`config.mk`:
```
export PLATFORM = sky130hd
export DESIGN_NAME = sha256_stream_hasher
export DESIGN_NICKNAME = d
export VERILOG_FILES = /design/src/rtl/sha_pkg.sv /design/src/rtl/sha_fifo.sv /design/src/rtl/sha_core.sv /design/src/rtl/sha256_stream_hasher.sv
export SDC_FILE = /design/constraint.sdc
export NUM_CORES = 2
export LEC_CHECK = 0
export BUFFER_PORTS_ARGS = -buffer_cell sky130_fd_sc_hd__buf_2
export CAP_MARGIN = 40
export CORE_AREA = 2 2 433 435
export CTS_CLUSTER_DIAMETER = 30
export DETAILED_ROUTE_END_ITERATION = 6
export DIE_AREA = 0 0 435 437
export PLACE_DENSITY = 0.68
export SYNTH_ARGS = -nofsm -noshare
export SYNTH_HDL_FRONTEND = slang
export SYNTH_SLANG_ARGS = --single-unit
```
`constraint.sdc`:
```
create_clock -name clk -period 22.1 [get_ports clk]
set_clock_uncertainty 0.15 [all_clocks]
set_input_delay 2.21 -clock clk [delete_from_list [all_inputs] [get_ports clk]]
set_output_delay 2.21 -clock clk [all_outputs]
set_load 0.1 [all_outputs]
```
`src/rtl/sha_pkg.sv`:
```
`timescale 1ns / 1ps
`default_nettype none
// ----------------------------------------------------------------------------
// sha_pkg
// shared types, constants and round functions of the sha-256 stream hasher
// ----------------------------------------------------------------------------
package sha_pkg;

  localparam int unsigned QueueDepthDefault = 4;

  localparam logic ReqAbsorb   = 1'b0;
  localparam logic ReqFinalize = 1'b1;

  typedef struct packed {
    logic       req_type;
    logic [7:0] data_byte;
  } in_word_t;

  typedef struct packed {
    logic [31:0] digest_word;
    logic [2:0]  word_index;
    logic        last_word;
  } out_word_t;

  typedef logic [7:0][31:0] hash_t;

  localparam hash_t InitHash = {
    32'h5BE0CD19, 32'h1F83D9AB, 32'h9B05688C, 32'h510E527F,
    32'hA54FF53A, 32'h3C6EF372, 32'hBB67AE85, 32'h6A09E667
  };

  localparam logic [7:0] PadByte = 8'h80;

  function automatic logic [31:0] round_k(input logic [5:0] idx);
    logic [31:0] k;
    case (idx)
      6'd0:  k = 32'h428a2f98; 6'd1:  k = 32'h71374491; 6'd2:  k = 32'hb5c0fbcf;
      6'd3:  k = 32'he9b5dba5; 6'd4:  k = 32'h3956c25b; 6'd5:  k = 32'h59f111f1;
      6'd6:  k = 32'h923f82a4; 6'd7:  k = 32'hab1c5ed5; 6'd8:  k = 32'hd807aa98;
      6'd9:  k = 32'h12835b01; 6'd10: k = 32'h243185be; 6'd11: k = 32'h550c7dc3;
      6'd12: k = 32'h72be5d74; 6'd13: k = 32'h80deb1fe; 6'd14: k = 32'h9bdc06a7;
      6'd15: k = 32'hc19bf174; 6'd16: k = 32'he49b69c1; 6'd17: k = 32'hefbe4786;
      6'd18: k = 32'h0fc19dc6; 6'd19: k = 32'h240ca1cc; 6'd20: k = 32'h2de92c6f;
      6'd21: k = 32'h4a7484aa; 6'd22: k = 32'h5cb0a9dc; 6'd23: k = 32'h76f988da;
      6'd24: k = 32'h983e5152; 6'd25: k = 32'ha831c66d; 6'd26: k = 32'hb00327c8;
      6'd27: k = 32'hbf597fc7; 6'd28: k = 32'hc6e00bf3; 6'd29: k = 32'hd5a79147;
      6'd30: k = 32'h06ca6351; 6'd31: k = 32'h14292967; 6'd32: k = 32'h27b70a85;
      6'd33: k = 32'h2e1b2138; 6'd34: k = 32'h4d2c6dfc; 6'd35: k = 32'h53380d13;
      6'd36: k = 32'h650a7354; 6'd37: k = 32'h766a0abb; 6'd38: k = 32'h81c2c92e;
      6'd39: k = 32'h92722c85; 6'd40: k = 32'ha2bfe8a1; 6'd41: k = 32'ha81a664b;
      6'd42: k = 32'hc24b8b70; 6'd43: k = 32'hc76c51a3; 6'd44: k = 32'hd192e819;
      6'd45: k = 32'hd6990624; 6'd46: k = 32'hf40e3585; 6'd47: k = 32'h106aa070;
      6'd48: k = 32'h19a4c116; 6'd49: k = 32'h1e376c08; 6'd50: k = 32'h2748774c;
      6'd51: k = 32'h34b0bcb5; 6'd52: k = 32'h391c0cb3; 6'd53: k = 32'h4ed8aa4a;
      6'd54: k = 32'h5b9cca4f; 6'd55: k = 32'h682e6ff3; 6'd56: k = 32'h748f82ee;
      6'd57: k = 32'h78a5636f; 6'd58: k = 32'h84c87814; 6'd59: k = 32'h8cc70208;
      6'd60: k = 32'h90befffa; 6'd61: k = 32'ha4506ceb; 6'd62: k = 32'hbef9a3f7;
      default: k = 32'hc67178f2;
    endcase
    return k;
  endfunction

  function automatic logic [31:0] ror(input logic [31:0] v, input int unsigned n);
    return (v >> n) | (v << (32 - n));
  endfunction

endpackage

`default_nettype wire

```
`src/rtl/sha_fifo.sv`:
```
`timescale 1ns / 1ps
`default_nettype none
// ----------------------------------------------------------------------------
// sha_fifo
// short register queue between the input front and the compression back end
// ----------------------------------------------------------------------------
module sha_fifo
  import sha_pkg::*;
#(
  parameter int unsigned Depth = QueueDepthDefault
) (
  input  wire logic     clk,
  input  wire logic     rst,
  input  wire logic     wr_en,
  input  wire in_word_t wr_data,
  output logic          full,
  input  wire logic     rd_en,
  output in_word_t      rd_data,
  output logic          empty
);
  localparam int unsigned AW = (Depth > 1) ? $clog2(Depth) : 1;

  in_word_t        mem [Depth];
  logic [AW-1:0]   wr_ptr;
  logic [AW-1:0]   rd_ptr;
  logic [AW:0]     count;

  assign full    = (count == (AW+1)'(Depth));
  assign empty   = (count == '0);
  assign rd_data = mem[rd_ptr];

  always_ff @(posedge clk) begin
    if (wr_en && !full) begin
      mem[wr_ptr] <= wr_data;
    end
  end

  always_ff @(posedge clk) begin
    if (rst) begin
      wr_ptr <= '0;
      rd_ptr <= '0;
      count  <= '0;
    end else begin
      if (wr_en && !full) begin
        wr_ptr <= (wr_ptr == AW'(Depth - 1)) ? '0 : wr_ptr + 1'b1;
      end
      if (rd_en && !empty) begin
        rd_ptr <= (rd_ptr == AW'(Depth - 1)) ? '0 : rd_ptr + 1'b1;
      end
      count <= count + (AW+1)'(wr_en && !full) - (AW+1)'(rd_en && !empty);
    end
  end

`ifndef ASSERT_OFF
  a_count_bound: assert property (@(posedge clk) disable iff (rst)
    count <= (AW+1)'(Depth)) else $error("queue count overflow");
  a_full_empty: assert property (@(posedge clk) disable iff (rst)
    !(full && empty)) else $error("queue full and empty");
  a_push_count: assert property (@(posedge clk) disable iff (rst)
    (wr_en && !full && !rd_en) |=> count == $past(count) + 1'b1)
    else $error("queue count missed a push");
`endif

endmodule

`default_nettype wire

```
`src/rtl/sha_core.sv`:
```
`timescale 1ns / 1ps
`default_nettype none
// ----------------------------------------------------------------------------
// sha_core
// back end: block buffer, padding, one-round-per-cycle compression, digest out
// ----------------------------------------------------------------------------
module sha_core
  import sha_pkg::*;
(
  input  wire logic     clk,
  input  wire logic     rst,
  input  wire in_word_t req,
  input  wire logic     req_valid,
  output logic          req_take,
  output out_word_t     result,
  output logic          empty,
  input  wire logic     pop
);
  localparam logic [2:0] StIdle  = 3'd0;
  localparam logic [2:0] StPad   = 3'd1;
  localparam logic [2:0] StRound = 3'd2;
  localparam logic [2:0] StAdd   = 3'd3;
  localparam logic [2:0] StEmit  = 3'd4;

  logic [2:0]        state;
  logic [15:0][31:0] w;          // message schedule window, w[0] oldest
  logic [5:0]        fill;
  logic [63:0]       bit_len;
  hash_t             h;
  hash_t             v;
  logic [5:0]        rnd;
  logic              final_blk;  // current compression ends the message
  logic              more_pad;   // a second padding block follows
  logic [2:0]        emit_idx;

  // byte write into the schedule window, big-endian in each word
  function automatic logic [15:0][31:0] put_byte(input logic [15:0][31:0] win,
                                                  input logic [5:0] pos,
                                                  input logic [7:0] b);
    logic [15:0][31:0] r;
    r = win;
    r[pos[5:2]][8*(3-pos[1:0]) +: 8] = b;
    return r;
  endfunction

  logic [31:0] s0, s1, w_new, big0, big1, ch, maj, t1, t2;
  always_comb begin
    s0    = ror(w[1], 7) ^ ror(w[1], 18) ^ (w[1] >> 3);
    s1    = ror(w[14], 17) ^ ror(w[14], 19) ^ (w[14] >> 10);
    w_new = w[0] + s0 + w[9] + s1;
    big1  = ror(v[4], 6) ^ ror(v[4], 11) ^ ror(v[4], 25);
    ch    = (v[4] & v[5]) ^ (~v[4] & v[6]);
    t1    = v[7] + big1 + ch + round_k(rnd) + w[0];
    big0  = ror(v[0], 2) ^ ror(v[0], 13) ^ ror(v[0], 22);
    maj   = (v[0] & v[1]) ^ (v[0] & v[2]) ^ (v[1] & v[2]);
    t2    = big0 + maj;
  end

  // zero the bytes from pos onward, pos is 1..64 as called here
  function automatic logic [15:0][31:0] clear_from(input logic [15:0][31:0] win,
                                                    input logic [6:0] pos);
    logic [15:0][31:0] r;
    r = win;
    for (int i = 0; i < 64; i++) begin
      if (7'(i) >= pos) r[i/4][8*(3-(i%4)) +: 8] = 8'h00;
    end
    return r;
  endfunction

  assign req_take = (state == StIdle) && req_valid;
  assign empty    = (state != StEmit);
  assign result.digest_word = h[emit_idx];
  assign result.word_index  = emit_idx;
  assign result.last_word   = (emit_idx == 3'd7);

  always_ff @(posedge clk) begin
    if (rst) begin
      state     <= StIdle;
      fill      <= '0;
      bit_len   <= '0;
      h         <= InitHash;
      rnd       <= '0;
      final_blk <= 1'b0;
      more_pad  <= 1'b0;
      emit_idx  <= '0;
    end else begin
      case (state)
        StIdle: begin
          if (req_valid) begin
            if (req.req_type == ReqAbsorb) begin
              w       <= put_byte(w, fill, req.data_byte);
              fill    <= fill + 1'b1;
              bit_len <= bit_len + 64'd8;
              if (fill == 6'd63) begin
                v         <= h;
                rnd       <= '0;
                final_blk <= 1'b0;
                state     <= StRound;
              end
            end else begin
              w         <= clear_from(put_byte(w, fill, PadByte), {1'b0, fill} + 7'd1);
              more_pad  <= (fill > 6'd55);
              final_blk <= (fill <= 6'd55);
              state     <= StPad;
            end
          end
        end
        StPad: begin
          // length goes in when this block is the last
          if (final_blk) begin
            w[14] <= bit_len[63:32];
            w[15] <= bit_len[31:0];
          end
          v     <= h;
          rnd   <= '0;
          state <= StRound;
        end
        StRound: begin
          w   <= {w_new, w[15:1]};
          v   <= {v[6:4], v[3] + t1, v[2:0], t1 + t2};
          rnd <= rnd + 1'b1;
          if (rnd == 6'd63) state <= StAdd;
        end
        StAdd: begin
          for (int i = 0; i < 8; i++) h[i] <= h[i] + v[i];
          fill <= '0;
          if (more_pad) begin
            more_pad  <= 1'b0;
            final_blk <= 1'b1;
            w         <= '0;
            state     <= StPad;
          end else if (final_blk) begin
            emit_idx <= '0;
            state    <= StEmit;
          end else begin
            state <= StIdle;
          end
        end
        StEmit: begin
          if (pop) begin
            emit_idx <= emit_idx + 1'b1;
            if (emit_idx == 3'd7) begin
              h         <= InitHash;
              bit_len   <= '0;
              fill      <= '0;
              final_blk <= 1'b0;
              state     <= StIdle;
            end
          end
        end
        default: state <= StIdle;
      endcase
    end
  end

`ifndef ASSERT_OFF
  a_take_idle: assert property (@(posedge clk) disable iff (rst)
    req_take |-> state == StIdle) else $error("request taken while busy");
  a_round_exit: assert property (@(posedge clk) disable iff (rst)
    (state == StRound && rnd == 6'd63) |=> state == StAdd)
    else $error("compression did not end after 64 rounds");
  a_emit_done: assert property (@(posedge clk) disable iff (rst)
    (state == StEmit && pop && emit_idx == 3'd7) |=> state == StIdle && h == InitHash)
    else $error("hash not restored after digest");
`endif

endmodule

`default_nettype wire

```
`src/rtl/sha256_stream_hasher.sv`:
```
`timescale 1ns / 1ps
`default_nettype none
// ----------------------------------------------------------------------------
// sha256_stream_hasher
// streaming sha-256 over a byte stream, digest out as eight 32-bit words
// ----------------------------------------------------------------------------
// usage
//   input queue side: drive in_word and raise push while full is low; a word
//   with req_type absorb carries one message byte, req_type finalize pads the
//   message and makes the block emit the digest
//   output queue side: while empty is low, out_word holds the oldest digest
//   word; pop takes it; eight words per finalize, last_word on index 7
// timing
//   an absorb writes its byte into the block buffer; every 64th byte also
//   starts a compression, one round per cycle followed by the hash add
//   a finalize pads and compresses one block, or two if padding needs it,
//   then the digest words stream out one per cycle as fast as pop allows
//   a small input queue lets bytes be pushed while a compression is running
// reset
//   rst clears the queue, byte count and bit length and loads the initial
//   hash; if pop stays low the back end holds and the queue fills, then full
// ----------------------------------------------------------------------------
module sha256_stream_hasher
  import sha_pkg::*;
#(
  parameter int unsigned QueueDepth = QueueDepthDefault
) (
  input  wire logic     clk,
  input  wire logic     rst,
  input  wire in_word_t in_word,
  input  wire logic     push,
  output logic          full,
  output out_word_t     out_word,
  output logic          empty,
  input  wire logic     pop
);
  in_word_t q_data;
  logic     q_empty;
  logic     q_take;

  // front: queue of incoming words
  sha_fifo #(.Depth(QueueDepth)) u_fifo (
    .clk     (clk),
    .rst     (rst),
    .wr_en   (push),
    .wr_data (in_word),
    .full    (full),
    .rd_en   (q_take),
    .rd_data (q_data),
    .empty   (q_empty)
  );

  // back: buffer, padding, compression and digest
  sha_core u_core (
    .clk       (clk),
    .rst       (rst),
    .req       (q_data),
    .req_valid (!q_empty),
    .req_take  (q_take),
    .result    (out_word),
    .empty     (empty),
    .pop       (pop)
  );

`ifndef ASSERT_OFF
  a_take_has_data: assert property (@(posedge clk) disable iff (rst)
    q_take |-> !q_empty) else $error("back end took from empty queue");
  a_no_take_emit: assert property (@(posedge clk) disable iff (rst)
    !empty |-> !q_take) else $error("request taken during digest output");
  a_last_index: assert property (@(posedge clk) disable iff (rst)
    !empty |-> (out_word.last_word == (out_word.word_index == 3'd7)))
    else $error("last marker mismatch");
`endif

endmodule

`default_nettype wire
```
==> out/metrics.cfg <==
[global_routing]
antenna_found_initial=20
gr-total-overflow=0
grtUsageMet1=0.454
busiest_layer=met2
grt_use_met3=0.0870
grt_first_pass_wirelength_mm=464
grtUsageTotal=0.320
first_global_vias=70800
grt_max_degree=262
met2_usage=0.454

[logic_synthesis]
syn-instance-count=9300
ys.warnings.count=0
synth_top_family_by_area=compound AO/OA/AOI/OAI gates
synthAdderAreaFrac=0.112
synth_seq_cells=1182
avgSynthCellArea_sq_um=8.94
synthMuxAreaShare=0.0294
synth_common_cells=1516 x nand2_1, 810 x o21ai_0, 804 x edfxtp_1
synth-edff-count=804
yosys.area.top_type_share=0.290
synth_area_leaders=edfxtp_1 29%, dfxtp_1 9.1%, nand2_1 6.8%, ha_1 6.1%, o21ai_0 4.9%
synthArstFlopShare=0
synth_compound_area_frac=0.213
synth.distinct_cells=110
synth.cell_area_sq_um=83200
yosys.area_share.simple=0.151
synth-xor-area-share=0.0662
ys.flop_type=edfxtp_1
yosysSeqAreaShare=0.381
yosysTopAreaCell=edfxtp_1
synth_nets=9916
synth.most_common_cell=nand2_1

[route]
postRouteAntennaNets=0
drc=27
dr.first_iter.drc_count=10800
vias_per_cell=6.34
wire_per_inst_microns=26.4
routed_wirelength_mm=315
dr.pass1.iters=7
vias=75600

[sta]
rsz0062_at_grt=no
min_period_ns=8.48
relSlewSlack=0.203
finalSetupViolCount=0
post-route-period-util=0.384
drv_slew=0
whs_ns=0.334
hold_viol=0
setup_tns_ns=0
fmax_mhz=118
worstMarginPinSlew_ns=1.20

[status]
violations=DRC
status=finished, violations left

[finish]
multi_input_area_sq_um=47800
nets=9818
final_area_sq_um=96200
drive_gt1_frac=0.100
seq_area_sq_um=31700
final_cells=11900
fillCellCount=16600
area_delta_synth_final_pct=15.7

[critical_path]
worst_ep_arrival_time_ns=8.98
worstSetupEndpointType=flop
critical_path.max_stage_delay_ns=0.55
cp_slowest_cell=edfxtp_1
worst_path_most_repeated_cell=a21oi_1
cp-start-kind=flop
path_max_fanout=7
worstPathRequired_ns=22.61
crit_type=reg2reg

[place]
place_inst=11400
placed_area_sq_um=85600
dp_hpwl_mm=227
gp_congestion=1.02
io_buffer_count=50

[worst_hold_path]
hp-class=reg2reg

[clock_network]
cts_tree=yes
cts-root-buf=clkbuf_16
clk_latency_ns=0.96
cts_resized=0
clk_path_buf_depth=4
cts_buffers=317
clkSinkCount=1182
cts_setup_buffers=0
hold_buffers=0
clk_pin_slew_ns=0.05
cts-htree-levels=5

[floorplan]
row_count=158
die_h_microns=437
die_x_microns=435
die_area_sq_um=190000
ios=51
start_util=0.450
core_area_sq_um=185000

[flow_run]
maxCapViolations=0

[metrics by stage]
| step | utilization | worst slack, ns |
|---|---|---|
| after floorplan | - | 7.45 |
| after global placement | 0.461 | 13.72 |
| after detailed placement | 0.463 | 13.68 |
| after CTS | 0.520 | 13.67 |
| after global routing | 0.520 | 13.17 |
| final | 0.520 | 13.62 |
[flip-flops by register name, indices dropped and copies added (netlist names), named ones only]
| name | count |
|---|---|
| u_fifo.mem | 36 |
| u_core.more_pad | 1 |
| u_core.v | 256 |
| u_core.state | 3 |
| u_core.final_blk | 1 |
| u_fifo.count | 3 |
| u_fifo.wr_ptr | 2 |
| u_core.h | 256 |
| u_core.rnd | 6 |
| u_core.w | 512 |
| u_core.fill | 6 |
| u_core.bit_len | 61 |
| u_core.emit_idx | 3 |
| u_fifo.rd_ptr | 2 |
[routing by layer]
metal  share of wire  wire length (microns)  vias to the layer above
li1                -                      -                    33400
met1            0.41                 130000                    36700
met2            0.41                 130000                     4779
met3            0.13                  40000                      708
met4           0.046                  14600                       14
met5         0.00054                    171                        -
[layout by cell type, fill, tap and decap left out, types with 32 or more instances in the layout]
master	instances
nand2_1	1511
o21ai_0	809
edfxtp_1	804
a21oi_1	709
nor2_1	570
xnor2_1	424
a22oi_1	410
ha_1	405
inv_1	372
dfxtp_1	372
clkbuf_16	320
fa_1	196
xor2_1	195
a21o_1	161
nand3_1	146
nor3_1	144
nand2b_1	144
buf_4	131
a221oi_1	96
o22ai_1	93
mux4_2	73
a31oi_1	69
o211ai_1	56
and3_1	55
nor2b_1	53
clkinv_2	53
o21a_1	51
buf_2	51
o21bai_1	48
a211oi_1	47
nand3b_1	38
bufinv_16	38
mux2_2	36
mux2i_1	36
or3_1	35
clkinvlp_4	34
clkinv_1	32
[cell families after synthesis]
logic type | Yosys count
xor gates and xnor gates | 624
and+or+nand+nor | 2880
DFF | 1182
buffers and inverters | 998
AOI/OAI and AO/OA | 2835
muxes | 147
adders and majority gates | 634
[critical path, delay by kind of cell (launching register included)]
family / cells / cell delay (ns)
xor gates and xnor gates: 4 / 0.99
adders and majority gates: 6 / 2.65
DFF: 1 / 0.55
AOI/OAI and AO/OA: 18 / 3.69
buffers and inverters: 2 / 0.16
[final cells by class]
type	instances	share of cell area
multi-input cells	7120	0.496
flip-flops and latches	1182	0.330
clock buffers	364	0.0868
well taps	2480	0.0323
clock inverters	200	0.0228
repair buffers	202	0.0170
inverters	379	0.0148
diodes	7	0.000182
[worst paths after layout]
check,start,slack [ns],cells after the start,to
setup reg to reg,u_core.v[140],13.62,30,u_core.v[31]
setup / recovery,u_core.v[140],13.62,30,u_core.v[31]
hold reg to reg,u_core.bit_len[44],0.33,2,u_core.bit_len[44]
hold / removal,u_core.bit_len[44],0.33,2,u_core.bit_len[44]
Power is not shown: default switching activity piles up to over one toggle a cycle in this logic, so the estimate is an artifact.
